File: config.mk
export PLATFORM = sky130hd
export DESIGN_NAME = mp3s2_seq
export DESIGN_NICKNAME = d
export VERILOG_FILES = /design/src/rtl/mp3s2_pkg.sv /design/src/rtl/mp3s2_seq.sv
export SDC_FILE = /design/constraint.sdc
export NUM_CORES = 1
export LEC_CHECK = 0
export BUFFER_PORTS_ARGS = -buffer_cell sky130_fd_sc_hd__buf_2
export CORE_ASPECT_RATIO = 1.75
export CORE_UTILIZATION = 52
export CTS_BUF_LIST = sky130_fd_sc_hd__clkbuf_4
export DETAILED_ROUTE_END_ITERATION = 16
export HOLD_SLACK_MARGIN = 0.15
export PLACE_DENSITY = 0.71
export SLEW_MARGIN = 20
export SYNTH_ARGS = -nofsm -noshare
export SYNTH_HDL_FRONTEND = slang
export SYNTH_SLANG_ARGS = --single-unit
File: constraint.sdc
create_clock -name clk_i -period 5.55 [get_ports clk_i]
set_input_delay 0.555 -clock clk_i [delete_from_list [all_inputs] [get_ports clk_i]]
set_output_delay 0.555 -clock clk_i [all_outputs]
set_load 0.005 [all_outputs]
File: src/rtl/mp3s2_pkg.sv
// ----------------------------------------------------------------------------
// mp3s2_pkg
// Shared types, constants and float compare for the 3x3 stride-2 max pool.
// ----------------------------------------------------------------------------
package mp3s2_pkg;

  localparam int unsigned MAX_WIDTH = 4096;
  localparam int unsigned SampleW   = 32;
  localparam int unsigned CfgWidthW = 13;
  localparam int unsigned CfgHeightW = 16;
  localparam int unsigned CfgIdxW   = 2;
  localparam int unsigned CfgDataW  = 16;
  localparam int unsigned RowW      = 16;

  localparam logic [CfgIdxW-1:0] RegImageWidth  = 2'd0;
  localparam logic [CfgIdxW-1:0] RegImageHeight = 2'd1;

  // Position flags of one sample, taken at accept time
  typedef struct packed {
    logic first_col;
    logic odd_col;
    logic last_col;
    logic hdone;
    logic row0;
    logic odd_row;
    logic last_row;
  } pos_t;

  function automatic logic is_nan(input logic [SampleW-1:0] a);
    return (a[30:23] == 8'hFF) && (a[22:0] != 23'd0);
  endfunction

  // a > b in IEEE single ordering; NaN never compares greater
  function automatic logic fp_gt(input logic [SampleW-1:0] a, input logic [SampleW-1:0] b);
    logic res;
    res = 1'b0;
    if (is_nan(a) || is_nan(b)) begin
      res = 1'b0;
    end else if (a[30:0] == 31'd0 && b[30:0] == 31'd0) begin
      res = 1'b0;
    end else if (a[31] != b[31]) begin
      res = b[31];
    end else if (!a[31]) begin
      res = a[30:0] > b[30:0];
    end else begin
      res = a[30:0] < b[30:0];
    end
    return res;
  endfunction

  // older kept on ties
  function automatic logic [SampleW-1:0] keep_max(input logic [SampleW-1:0] older,
                                                  input logic [SampleW-1:0] newer);
    return fp_gt(newer, older) ? newer : older;
  endfunction

endpackage

File: src/rtl/mp3s2_seq.sv
// ----------------------------------------------------------------------------
// mp3s2_seq
// Configuration registers and column/row position counters.
// ----------------------------------------------------------------------------
module mp3s2_seq #(
  parameter int unsigned MaxWidth = 4096
) (
  input  logic                        clk_i,
  input  logic                        rst_ni,
  input  logic                        cfg_we_i,
  input  logic [1:0]                  cfg_idx_i,
  input  logic [15:0]                 cfg_data_i,
  input  logic                        accept_i,
  output mp3s2_pkg::pos_t             pos_o,
  output logic [((MaxWidth > 2) ? $clog2(MaxWidth) - 1 : 1)-1:0] col_idx_o
);
  import mp3s2_pkg::*;

  localparam int unsigned XW = (MaxWidth > 2) ? $clog2(MaxWidth) : 1;
  localparam int unsigned CW = (MaxWidth > 2) ? XW - 1 : 1;
  localparam int unsigned EW = (XW + 1 > CfgWidthW) ? XW + 1 : CfgWidthW;

  logic [CfgWidthW-1:0]  width_q;
  logic [CfgHeightW-1:0] height_q;
  logic [XW-1:0]         x_q, x_d;
  logic [RowW-1:0]       y_q, y_d;
  logic [EW-1:0]         w_eff;
  logic [RowW-1:0]       h_eff;
  logic                  x_end, y_end;

  always_comb begin
    if (EW'(width_q) < EW'(2)) begin
      w_eff = EW'(2);
    end else if (EW'(width_q) > EW'(MaxWidth)) begin
      w_eff = EW'(MaxWidth);
    end else begin
      w_eff = EW'(width_q);
    end
    h_eff = (height_q < RowW'(2)) ? RowW'(2) : height_q;
  end

  assign x_end = (EW'(x_q) + EW'(1)) == w_eff;
  assign y_end = ({1'b0, y_q} + 17'd1) == {1'b0, h_eff};

  always_comb begin
    pos_o.first_col = (x_q == '0);
    pos_o.odd_col   = x_q[0];
    pos_o.last_col  = x_end;
    pos_o.hdone     = (x_q != '0) && (!x_q[0] || x_end);
    pos_o.row0      = (y_q == '0);
    pos_o.odd_row   = y_q[0];
    pos_o.last_row  = y_end;
  end

  // column pair index; same for odd x and the even x that follows it
  assign col_idx_o = CW'((x_q - XW'(1)) >> 1);

  always_comb begin
    x_d = x_q;
    y_d = y_q;
    if (accept_i) begin
      if (x_end) begin
        x_d = '0;
        y_d = y_end ? '0 : y_q + RowW'(1);
      end else begin
        x_d = x_q + XW'(1);
      end
    end
  end

  always_ff @(posedge clk_i or negedge rst_ni) begin
    if (!rst_ni) begin
      width_q  <= CfgWidthW'(2);
      height_q <= CfgHeightW'(2);
      x_q      <= '0;
      y_q      <= '0;
    end else if (cfg_we_i && (cfg_idx_i == RegImageWidth || cfg_idx_i == RegImageHeight)) begin
      if (cfg_idx_i == RegImageWidth) begin
        width_q <= cfg_data_i[CfgWidthW-1:0];
      end else begin
        height_q <= cfg_data_i;
      end
      x_q <= '0;
      y_q <= '0;
    end else begin
      x_q <= x_d;
      y_q <= y_d;
    end
  end

endmodule

==> results.cfg <==
[run_status]
status = complete, no violations

[final_layout]
stdcell_count = 571
nets = 505
final_layout_size_suffix_gt1_share_pct = 19.5
synthToLayoutAreaGrowth_pct = 6.56
num_antenna_cells = 0
nFillCells = 688
finish.instance_area_mm2 = 0.00441

[grt]
grt_pass1_wl_mm = 18.5
grt_overflow = 0
grt_usage_pct = 28.5
use_met1_pct = 30.4
grt_max_degree = 58
busiest_layer = met2
use_met3_pct = 4.11
grt_pass1_vias = 3677
gr-usage-met2_pct = 52.2
antenna_found_initial = 0

[drt]
num_vias = 3693
first_pass_iters = 4
drcViolationCount = 0
routed_wl_mm = 10.9
wire_per_inst_um = 19.1
drt_iter0_markers = 240
drtAntennaViolNets = 0
avgViaCountPerCell = 6.47

[die]
num_rows = 42
pin_count = 40
die-height_um = 120
die_w_um = 69.4
initial_core_util_pct = 54.3
core_mm2 = 0.00762
design.die.area_mm2 = 0.00833

[power_and_ir_drop]
totalPowerFinal_mw = 1.29
vdd_drop_max_v = 0.000189
power_density_mw_per_mm2 = 292
cellLeakagePower_nw = 1.86

[synthesis]
yosys_register_bits = 57
syn_inst = 461
synthTopCellsByArea = dfrtp_1 (33%), mux2_2 (7.1%), xnor2_1 (4.0%)
synth_top_area_share_pct = 33.3
async_flop_share_pct = 100
synth-compound-area-share_pct = 17.8
syn_nets = 488
synthDistinctLibCells = 69
synth_xor_area_share_pct = 9.46
synth_edf_count = 0
yosysTopAreaCell = dfrtp_1
synthSimpleGateAreaFrac_pct = 23.3
synth.avg_cell_area_um2 = 8.98
synth_area_mm2 = 0.00414
synth_adder_area_share_pct = 1.51
synth_top_flop_cell = dfrtp_1
ys_seq_area_share_pct = 34.5
yosysWarningCount = 0
muxShareOfSynthArea_pct = 7.80
synth_top_family_by_area = simple AND/OR/NAND/NOR gates

[cts]
cts_tree = done
cts_setup_buffers = 0
numCtsBuffers = 9
hold_buffers = 0
htree_levels = 3
clkLatencyLatePin_ps = 420
cts_root_buf = clkbuf_4
clockBufferDepth = 2
clk_pin_slew_ps = 100
cts_resized = 0
clock_sink_count = 57

[timing]
setup_viol = 0
finalCritPeriodShare_pct = 70.7
rsz0062_at_grt = false
fmaxAchievable_mhz = 255
fin_setup_tns_ps = 0
layout_setup_ws_ps = 1620
slew_headroom_pct = 50.8
post-route-min-period_ps = 3930
hold_violations = 0
finalClockSkew_ps = 15.1
worst_pin_slew_ps = 738
report.final.slew_viol_count = 0

[worst_setup_path]
slowest_delay_ps = 530
slowest_stage = dfrtp_1
cp_top_family = simple AND/OR/NAND/NOR gates
path_buf_inv = 2
cp_max_fo = 27
critPathRequiredTime_ps = 4990
end_kind = output pin
reg2reg_slack_ps = 1900
reg2reg_to = y_q[2]
cp-start-kind = flop
critPathArrivalTime_ps = 3370
critPathKind = flop to output pin
cp.depth = 9
worstRegToRegCells = 10
endpoint = pos_o[0]
cp_cell_sequence = ha_1 > nand4_1 > nor3_1 > xnor2_1 > o22ai_1 > or3_1 > a211oi_2 > buf_4 > buf_2
reg2reg_from = x_q[0]
startpoint = y_q[0]

[place]
dpl.hpwl_mm = 8.10
io_buffer_count = 39
dp.cells = 555
post-place-ws_ps = 1930
place_area_mm2 = 0.00430
gp_congestion = 0.940

[flow_run]
cap_viol_max_count = 0

[hold_path]
hp-class = input port to async pin
==> cell usage in the layout (no fill, tap or decap), drive strengths merged, types with 9 or more instances in the layout <==
master / netlist / final
a21oi: 24 / 24
nand2: 38 / 38
nand4: 14 / 14
or4: 13 / 13
nor2: 21 / 21
a2bb2oi: 14 / 14
xnor2: 19 / 19
nor3: 16 / 16
nor4: 13 / 13
nand3: 12 / 12
o21ai: 27 / 27
clkbuf: 21 / 9
inv: 15 / 15
xor2: 18 / 18
buf: 16 / 43
mux2: 26 / 26
dfrtp: 55 / 55
==> worst min path at each step <==
stage                start           to  slack [ps]  cells past startpoint
6_report            rst_ni       y_q[4]         270                      2
3_5_place_dp   height_q[0]  height_q[0]         500                      1
2_1_floorplan       rst_ni  height_q[0]         260                      0
3_3_place_gp   height_q[0]  height_q[0]         490                      1
4_1_cts             rst_ni      y_q[10]         290                      2
5_1_grt             rst_ni      y_q[12]         320                      2
==> power by group <==
| group | internal [mW] | switching, mW | total (mW) |
|---|---|---|---|
| Combinational | 0.214 | 0.222 | 0.435 |
| Clock | 0.0863 | 0.169 | 0.256 |
| Sequential | 0.478 | 0.120 | 0.598 |
==> cells by family after synthesis <==
| group | Yosys count |
|---|---|
| flip-flops | 57 |
| XOR/XNOR | 40 |
| adder cells (fa/ha/maj) | 5 |
| buffers and inverters | 52 |
| AO/OA/AOI/OAI | 108 |
| AND/OR/NAND/NOR | 170 |
| multiplexers | 29 |
==> per-stage QoR <==
step           util, %  hold slack, ps
2_1_floorplan        -             259
3_3_place_gp      56.5             488
3_5_place_dp      56.5             498
4_1_cts           57.8             288
5_1_grt           57.9             317
6_report          57.9             269
==> state kept, by name (all words and copies together), names as in the netlist <==
name and flops:
height_q 16, width_q 13, x_q 12, y_q 16
==> worst reg2reg max path, stage by stage (launching register included) <==
cell	delay, ps
dfrtp_1	560
ha_1	390
nand2_1	170
o21a_1	210
nor4_1	530
a22oi_1	210
nor4_2	400
nand4_1	150
buf_4	250
or4b_1	510
a21oi_1	170
==> cells in the mapped netlist (all sizes together) (8+ instances only) <==
library cell	number
mux2	26
dfrtp	55
buf	16
nor2	21
o21ai	27
nand3	12
clkbuf	21
xnor2	19
nor3	16
inv	15
nor4	13
a21oi	24
or3	8
nand2	38
or4	13
a2bb2oi	14
nand4	14
xor2	18
==> per-layer routing <==
metal	wire length, um	vias to the layer above
met3	377	32
met4	446	0
met2	6090	108
met5	0	-
li1	-	1747
met1	4010	1806
==> layout make-up <==
type                       count  area (um2)  area share (%)
sequential                    57        1430            32.4
tap                           88         110            2.50
inverter                      15        56.3            1.28
multi-input combinational    352        2480            56.3
timing repair buffer          43         225            5.11
clock inverter                 7        37.5           0.851
clock buffer                   9        67.6            1.53
Power figures use the tool's default switching activity.
