<file path="src/rtl/mp3s2_pkg.sv">
// ----------------------------------------------------------------------------
// mp3s2_pkg
// Shared types, constants and float compare for the 3x3 stride-2 max pool.
// ----------------------------------------------------------------------------
package mp3s2_pkg;

  localparam int unsigned MAX_WIDTH = 4096;
  localparam int unsigned SampleW   = 32;
  localparam int unsigned CfgWidthW = 13;
  localparam int unsigned CfgHeightW = 16;
  localparam int unsigned CfgIdxW   = 2;
  localparam int unsigned CfgDataW  = 16;
  localparam int unsigned RowW      = 16;

  localparam logic [CfgIdxW-1:0] RegImageWidth  = 2'd0;
  localparam logic [CfgIdxW-1:0] RegImageHeight = 2'd1;

  // Position flags of one sample, taken at accept time
  typedef struct packed {
    logic first_col;
    logic odd_col;
    logic last_col;
    logic hdone;
    logic row0;
    logic odd_row;
    logic last_row;
  } pos_t;

  function automatic logic is_nan(input logic [SampleW-1:0] a);
    return (a[30:23] == 8'hFF) && (a[22:0] != 23'd0);
  endfunction

  // a > b in IEEE single ordering; NaN never compares greater
  function automatic logic fp_gt(input logic [SampleW-1:0] a, input logic [SampleW-1:0] b);
    logic res;
    res = 1'b0;
    if (is_nan(a) || is_nan(b)) begin
      res = 1'b0;
    end else if (a[30:0] == 31'd0 && b[30:0] == 31'd0) begin
      res = 1'b0;
    end else if (a[31] != b[31]) begin
      res = b[31];
    end else if (!a[31]) begin
      res = a[30:0] > b[30:0];
    end else begin
      res = a[30:0] < b[30:0];
    end
    return res;
  endfunction

  // older kept on ties
  function automatic logic [SampleW-1:0] keep_max(input logic [SampleW-1:0] older,
                                                  input logic [SampleW-1:0] newer);
    return fp_gt(newer, older) ? newer : older;
  endfunction

endpackage

</file>
<file path="src/rtl/mp3s2_core.sv">
// ----------------------------------------------------------------------------
// mp3s2_core
// Sample register, horizontal/vertical max update and output register.
// ----------------------------------------------------------------------------
module mp3s2_core #(
  parameter int unsigned AW = 11
) (
  input  logic            clk_i,
  input  logic            rst_ni,
  input  logic            clr_i,
  input  logic            accept_i,
  input  logic [31:0]     sample_i,
  input  mp3s2_pkg::pos_t pos_i,
  input  logic [AW-1:0]   col_idx_i,
  input  logic [31:0]     rd_data_i,
  output logic            wr_en_o,
  output logic [AW-1:0]   wr_addr_o,
  output logic [31:0]     wr_data_o,
  output logic            busy_o,
  output logic            in_ready_o,
  output logic            out_valid_o,
  output logic [31:0]     out_pooled_o,
  output logic            out_last_o,
  input  logic            out_ready_i
);
  import mp3s2_pkg::*;

  logic               b_valid_q;
  logic [SampleW-1:0] s_q;
  pos_t               pos_q;
  logic [AW-1:0]      c_q;
  logic [SampleW-1:0] hmax_q, hmax_d;
  logic               fw_valid_q;
  logic [AW-1:0]      fw_addr_q;
  logic [SampleW-1:0] fw_data_q;
  logic               ov_q;
  logic [SampleW-1:0] opool_q;
  logic               olast_q;
  logic               b_fire;
  logic [SampleW-1:0] hval, line_old, vmax, wdata;
  logic               emit, emit_last;

  assign b_fire     = b_valid_q && (!ov_q || out_ready_i);
  assign in_ready_o = !b_valid_q || b_fire;
  assign busy_o     = b_valid_q || ov_q;

  // the previous write can land after this word's read was issued
  assign line_old = (fw_valid_q && fw_addr_q == c_q) ? fw_data_q : rd_data_i;

  always_comb begin
    hval = keep_max(hmax_q, s_q);
    if (pos_q.first_col) begin
      hmax_d = s_q;
    end else if (pos_q.odd_col) begin
      hmax_d = hval;
    end else begin
      hmax_d = s_q;
    end
    vmax      = keep_max(line_old, hval);
    emit      = 1'b0;
    emit_last = 1'b0;
    wdata     = hval;
    if (pos_q.row0) begin
      wdata = hval;
    end else if (pos_q.odd_row) begin
      wdata     = vmax;
      emit      = pos_q.last_row;
      emit_last = pos_q.last_col;
    end else begin
      wdata     = hval;
      emit      = 1'b1;
      emit_last = pos_q.last_col && pos_q.last_row;
    end
    emit = emit && pos_q.hdone;
  end

  assign wr_en_o   = b_fire && pos_q.hdone;
  assign wr_addr_o = c_q;
  assign wr_data_o = wdata;

  always_ff @(posedge clk_i) begin
    if (accept_i) begin
      s_q   <= sample_i;
      pos_q <= pos_i;
      c_q   <= col_idx_i;
    end
    if (wr_en_o) begin
      fw_addr_q <= c_q;
      fw_data_q <= wdata;
    end
    if (b_fire && emit) begin
      opool_q <= vmax;
      olast_q <= emit_last;
    end
  end

  always_ff @(posedge clk_i or negedge rst_ni) begin
    if (!rst_ni) begin
      b_valid_q  <= 1'b0;
      ov_q       <= 1'b0;
      fw_valid_q <= 1'b0;
      hmax_q     <= '0;
    end else begin
      if (in_ready_o) begin
        b_valid_q <= accept_i;
      end
      if (b_fire) begin
        ov_q <= emit;
      end else if (out_ready_i) begin
        ov_q <= 1'b0;
      end
      if (wr_en_o) begin
        fw_valid_q <= 1'b1;
      end
      if (clr_i) begin
        hmax_q <= '0;
      end else if (b_fire) begin
        hmax_q <= hmax_d;
      end
    end
  end

  assign out_valid_o  = ov_q;
  assign out_pooled_o = opool_q;
  assign out_last_o   = olast_q;

endmodule

</file>
<file path="config.mk">
export PLATFORM = sky130hd
export DESIGN_NAME = mp3s2_core
export DESIGN_NICKNAME = d
export VERILOG_FILES = /design/src/rtl/mp3s2_pkg.sv /design/src/rtl/mp3s2_core.sv
export SDC_FILE = /design/constraint.sdc
export NUM_CORES = 1
export LEC_CHECK = 0
export BUFFER_PORTS_ARGS = -buffer_cell sky130_fd_sc_hd__clkbuf_2
export CAP_MARGIN = 40
export CORE_MARGIN = 8
export CORE_UTILIZATION = 50
export CTS_CLUSTER_DIAMETER = 80
export DETAILED_ROUTE_END_ITERATION = 8
export HOLD_SLACK_MARGIN = 0.15
export PLACE_DENSITY_LB_ADDON = 0.15
export SLEW_MARGIN = 20
export SYNTH_ARGS = -nofsm -noshare
export SYNTH_HDL_FRONTEND = slang
export SYNTH_SLANG_ARGS = --single-unit
</file>
<file path="constraint.sdc">
create_clock -name clk_i -period 8.5 [get_ports clk_i]
set_clock_uncertainty 0.15 [all_clocks]
set_input_delay 1.275 -clock clk_i [delete_from_list [all_inputs] [get_ports clk_i]]
set_output_delay 1.275 -clock clk_i [all_outputs]
set_load 0.01 [all_outputs]
</file>
==> run metrics, run 1 <==
status complete, no violations; EDFF count, synth around 130; cells along the critical path ha_1, a21oi_1, o21ai_1, a221oi_1, o211ai_1, a21oi_2, mux2i_4, buf_4, nor2_1, a21oi_1, inv_1, ha_1, nand4_1, nor2_1, nand3_1, nor4b_1, and2_1, o221ai_1, o211a_1, o21a_1, a21oi_4, buf_12, mux2i_1, clkbuf_2; All-Layer GR Usage 21.41%; Nets ~1100; Final Wtd Congestion 0.9373; vias in the first global route 6694; setup repair bufs after CTS 0; WL met3 1643 µm; Cells after Synth 781; Util after Layout 61.01%; Mapped Nets 929; Placement Setup Slack 1.109 ns; first-pass GRT wire length between 30000 and 40000 µm; Peak VDD IR roughly 0.00016 V; vias about 6700; Yosys warnings 0; # H-tree levels 4; drt first pass iters 5; critical path type register to output port; top layer used by detailed routing met4; PD cells between 200 and 250 nW/µm²; Hold Fails Final Rpt 0; vias per cell 5.596; Crit-path slowest cell mux2i_4; top_reg_cell synth edfxtp_1; height of the die 148.4 µm; CTS Buf Count 17; clock buffer depth 2; mean area per synthesized cell between 10 and 15 µm²; post-synthesis register bit count 161; measured slew at the worst slew-check pin between 0.7 and 0.8 ns; Peak Freq 126.2 MHz; die area 22010 µm²; CTS root buf clkbuf_16; met1 wire length 10480 µm; Area Overhead vs Synth 20.04%; Antenna Nets Post-Route 0; most frequent cells in the layout 166 x clkbuf_2, 126 x edfxtp_1, 97 x mux2i_1; Fin Setup TNS 0 ns; Max-Slew Margin vs Limit 48.66%; min-delay worst type register to register; Die X-Extent 148.4 µm; Max Cap Viol 0; cts hold-fix bufs 0; ys async rst share 21.74%; TritonCTS clock tree yes; Crit. End Element output port; setup violators final 0; port buffer count 166; Synth top area share a little over two fifths; placed insts 1160; RSZ-0062 raised after global routing no; Inserted Diodes 0; remaining global-route overflow 0; Final WS setup 0.5744 ns; Area contributors post-synth edfxtp_1 43%, mux2i_1 11%, dfrtp_1 10%; DRT iter0 DRCs 555; clk slew on worst S/H paths 0.06 ns; hold slack 0.3433 ns; Std-Cell Rows 48; Yosys cell types 48; final slew viol count 0; Tmin final 7.926 ns; final WL ~23000 µm; Finished Layout Cells 1192; later-pin clock latency in the skew report 0.43 ns; number of remaining DRC errors 0; largest net degree at the start of global routing 52; share of final-layout standard cells stronger than drive strength 1 22.85%; CP required 7.07 ns; crit path launch type register; area of the core 17240 µm²; CP bufs+invs 4; DR WL/cell 19.57 µm; CP peak stage delay 0.59 ns; initial antenna violation count 0; DP HPWL 18120 µm; delay-heaviest family, CP compound AO/OA/AOI/OAI gates; Mapped Area 8761 µm²; part of the Yosys area used for sequential elements 53.18%; cell taking the most area after synthesis edfxtp_1; Worst EP arrival about 6.5 ns; Initial Utilization 50.83%; Top Ports 167; CTS Sinks about 160; Worst Path Max Fanout 31; commonest non-fill, non-tap cell in the layout clkbuf_2; post_cts resized 0; WL met2 10840 µm; crit share post-route ~93%; Layout fillers 1430; LEAKAGE around 4.5 nW
==> layer usage <==
metal	track usage [%]	vias up
met5	0	-
met4	6.017	0
met3	4.558	23
met2	33.90	244
met1	29.12	3180
li1	-	3224
==> logic make-up (layout without fill, tap and decap cells) <==
kind of cell / after synthesis / after routing / synth area share (%)
and+or+nand+nor: 226 / 226 / 12.14
DFF: 161 / 161 / 53.18
AOI/OAI and AO/OA: 130 / 130 / 8.912
muxes: 100 / 100 / 11.60
buffers and inverters: 92 / 278 / 4.356
adders and majority gates: 61 / 61 / 8.712
xor gates and xnor gates: 11 / 11 / 1.100
==> worst paths after layout <==
| path | from | to | slack [ns] | cells past startpoint |
|---|---|---|---|---|
| max | s_q[22] | wr_data_o[22] | 0.57 | 24 |
| min | fw_valid_q | fw_valid_q | 0.34 | 1 |
| max reg2reg | s_q[22] | out_pooled_o[28] | 2.05 | 23 |
| min reg2reg | fw_valid_q | fw_valid_q | 0.34 | 1 |
| max in group asynchronous | rst_ni | hmax_q[1] | 7.23 | 2 |
| min in group asynchronous | rst_ni | hmax_q[25] | 0.55 | 1 |
==> report_power, final <==
group / switching (mW) / internal, mW / leakage, nW
Clock: 0.322 / 0.510 / 0.309
Combinational: 0.291 / 0.183 / 2.49
Sequential: 0.0482 / 0.934 / 1.67
Total: 0.661 / 1.63 / 4.46
==> sequential cells by signal, indices dropped and copies added (netlist names) <==
| signal | count |
|---|---|
| fw_data_q | 32 |
| hmax_q | 32 |
| out_pooled_o | 32 |
| s_q | 32 |
| fw_addr_q | 11 |
| wr_addr_o | 11 |
| pos_q | 7 |
| b_valid_q | 1 |
| fw_valid_q | 1 |
| out_last_o | 1 |
| out_valid_o | 1 |
==> layout make-up <==
cell class	instances	area, µm²	area share [%]
inverter	66	247.7	2.356
multi-input combinational	528	3730	35.47
sequential	161	4659	44.31
clock inverter	12	180.2	1.713
tap	225	281.5	2.677
timing repair buffer	180	960.9	9.137
clock buffer	20	456.7	4.343
==> per-stage QoR <==
| stage | total power, mW | instance area, µm² |
|---|---|---|
| 6_report | 2.288 | 10520 |
| 3_3_place_gp | 1.461 | 9844 |
| 4_1_cts | 2.297 | 10520 |
| 2_1_floorplan | 1.289 | 8761 |
| 5_1_grt | 2.385 | 10520 |
| 3_5_place_dp | 1.469 | 9879 |
==> cells in the mapped netlist (2+ instances only) <==
library cell    n
a211oi_1        6
a21o_1          9
a21oi_1        80
a221oi_1        2
and3_1          2
buf_1           2
buf_2           2
buf_4           3
buf_6           3
clkbuf_1       16
dfrtp_1        35
edfxtp_1      126
ha_1           61
inv_1          66
mux2_1          2
mux2i_1        97
nand2_1        85
nand2b_1        4
nand3_1         8
nand4_1        27
nor2_1         48
nor2b_1         2
nor3_1         14
nor4_1         27
o211a_1         2
o211ai_1        6
o21a_1          6
o21ai_0         7
o21ai_1         2
or2_2           3
xnor2_1        11
Note: power is estimated with default switching activity, not from simulation.
==> run 2: changes to the inputs <==
--- a/config.mk
+++ b/config.mk
@@ -11,6 +11,7 @@
 export CORE_UTILIZATION = 50
 export CTS_CLUSTER_DIAMETER = 80
 export DETAILED_ROUTE_END_ITERATION = 8
+export GPL_TIMING_DRIVEN = 0
 export HOLD_SLACK_MARGIN = 0.15
 export PLACE_DENSITY_LB_ADDON = 0.15
 export SLEW_MARGIN = 20
==> run 2 against run 1 <==
  * Total power fell by 3.0%
  * Largest cell class unchanged
  * First-iteration DRC count rose by 9.5%
  * Highest routed layer unchanged
  * Critical path type unchanged
  * Clock power fell by 10%
  * Fmax fell by 1.7%
==> run metrics, run 2 (synthesized netlist as in run 1, its figures left out) <==
status complete, no violations; Layout fillers ~1400; Peak VDD IR 0.0001492 V; drt first pass iters 5; PD cells 210.1 nW/µm²; DR WL/cell 19.58 µm; crit share post-route 94.84%; Tmin final 8.061 ns; M3 GR Usage 4.315%; Max-Slew Margin vs Limit 45.63%; number of remaining DRC errors 0; Std-Cell Rows 48; Cell Int Power 1.554 mW; die area 22010 µm²; Worst EP arrival 6.64 ns; Antenna Nets Post-Route 0; TritonCTS clock tree yes; All-Layer GR Usage 21.75%; post_cts resized 1; logic gate share of total power 22.0%; Global Route met2 Usage 34.63%; vias 6771; remaining global-route overflow 0; Fin Setup TNS 0 ns; CTS Sinks approximately 160; Hold Fails Final Rpt 0; CTS Buf Count 17; DRT iter0 DRCs ~610; Top Ports 167; Die X-Extent 148.4 µm; later-pin clock latency in the skew report around 0.44 ns; most frequent cells in the layout 170 x clkbuf_2, 126 x edfxtp_1, 97 x mux2i_1; critical path type register to output port; final slew viol count 0; Initial Utilization 50.83%; vias per cell between 5 and 6; Nets 1121; CP required 7.07 ns; clock buffer depth 2; commonest non-fill, non-tap cell in the layout clkbuf_2; # H-tree levels 4; height of the die between 100 and 150 µm; cts hold-fix bufs 0; area of the core 17240 µm²; largest net degree at the start of global routing 52; hold slack 0.3197 ns; measured slew at the worst slew-check pin 0.8156 ns; first-pass GRT wire length 36790 µm; Area Overhead vs Synth 20.59%; final WL between 20000 and 25000 µm; setup violators final 0; Switching Share 30.02%; clk slew on worst S/H paths 0.06 ns; Worst Path Max Fanout 10; initial antenna violation count 0; Peak Freq 124.1 MHz; Final Wtd Congestion about 0.9; met1 GRT Util 28.55%; port buffer count 166; LEAKAGE 4.489 nW; clock network fraction of total power between 30% and 40%; DP HPWL 18610 µm; crit path launch type register; Sequential Power Share 44.2%; min-delay worst type register to register; busiest grt layer met2; vias in the first global route 6797; switching power ~0.67 mW; Max Cap Viol 0; share of final-layout standard cells stronger than drive strength 1 23.23%; RSZ-0062 raised after global routing no; setup repair bufs after CTS 0; CTS root buf clkbuf_16; Crit. End Element output port
[run 2: cell count changes in the layout (fill, tap and decap cells not counted), moves of 4 or more]
cell	previous run	this run
clkinv_2	1	5
buf_6	0	4
buf_4	12	7
clkbuf_1	1	12
clkbuf_2	166	170
[run 2: worst paths after layout]
path	slack, ns	startpoint	cells after the start	endpoint
setup / recovery	0.44	s_q[22]	24	wr_data_o[22]
hold / removal	0.32	fw_valid_q	1	fw_valid_q
setup reg to reg	2.13	s_q[22]	23	fw_data_q[22]
hold reg to reg	0.32	fw_valid_q	1	fw_valid_q
max in group asynchronous	7.20	rst_ni	2	hmax_q[8]
min in group asynchronous	0.56	rst_ni	1	hmax_q[30]
[run 2: power by group through the flow]
stage	Combinational [mW]	Clock, mW	Sequential, mW
2_1_floorplan	0.301	0	0.988
3_3_place_gp	0.469	0	0.996
3_5_place_dp	0.484	0	0.996
4_1_cts	0.487	0.760	0.980
5_1_grt	0.540	0.793	0.989
6_report	0.489	0.749	0.981
[run 2: cell type report]
class | instances | area (µm²) | share of cell area [%]
plain buffers | 26 | 140.1 | 1.326
well taps | 225 | 281.5 | 2.665
flip-flops and latches | 161 | 4659 | 44.10
repair buffers | 173 | 922.1 | 8.728
inverters | 66 | 247.7 | 2.345
diodes | 1 | 2.502 | 0.02369
clock buffers | 18 | 429.2 | 4.062
clock inverters | 14 | 140.1 | 1.326
multi-input cells | 528 | 3742 | 35.42
[run 2: metrics by stage]
stage	area, µm²	utilization (%)	power, mW	worst slack, ns	std cells
final	10570	61.30	2.220	0.4390	1212
after global routing	10560	61.28	2.322	0.01170	1211
after floorplan	8761	-	1.289	2.098	781
after detailed placement	9970	57.84	1.480	0.3694	1179
after global placement	9873	57.28	1.466	0.3477	1172
after CTS	10540	61.15	2.227	0.03904	1211
[run 2: routing by layer]
metal  share of wire (%)  vias up
met5                   0        -
met4                 2.6        0
met3                 6.3       40
met2                  47      244
met1                  44     3211
li1                    -     3276
[run 2: worst max-delay path: stages (launching register included)]
cell      delay (ns)
edfxtp_1        0.46
ha_1            0.37
a21oi_1         0.19
o21ai_1         0.11
a221oi_1        0.33
o211ai_1        0.18
a21oi_2         0.25
mux2i_4         0.44
clkbuf_2        0.32
nor2_1          0.07
a21oi_1         0.35
inv_1           0.09
ha_1            0.32
nand4_1         0.18
nor3_2          0.35
nand3_1         0.16
nor4b_2         0.28
and2_1          0.18
o221ai_1        0.13
o211a_1         0.15
o21a_1          0.23
a21oi_4         0.25
buf_6           0.22
mux2i_1         0.36
clkbuf_2        0.20
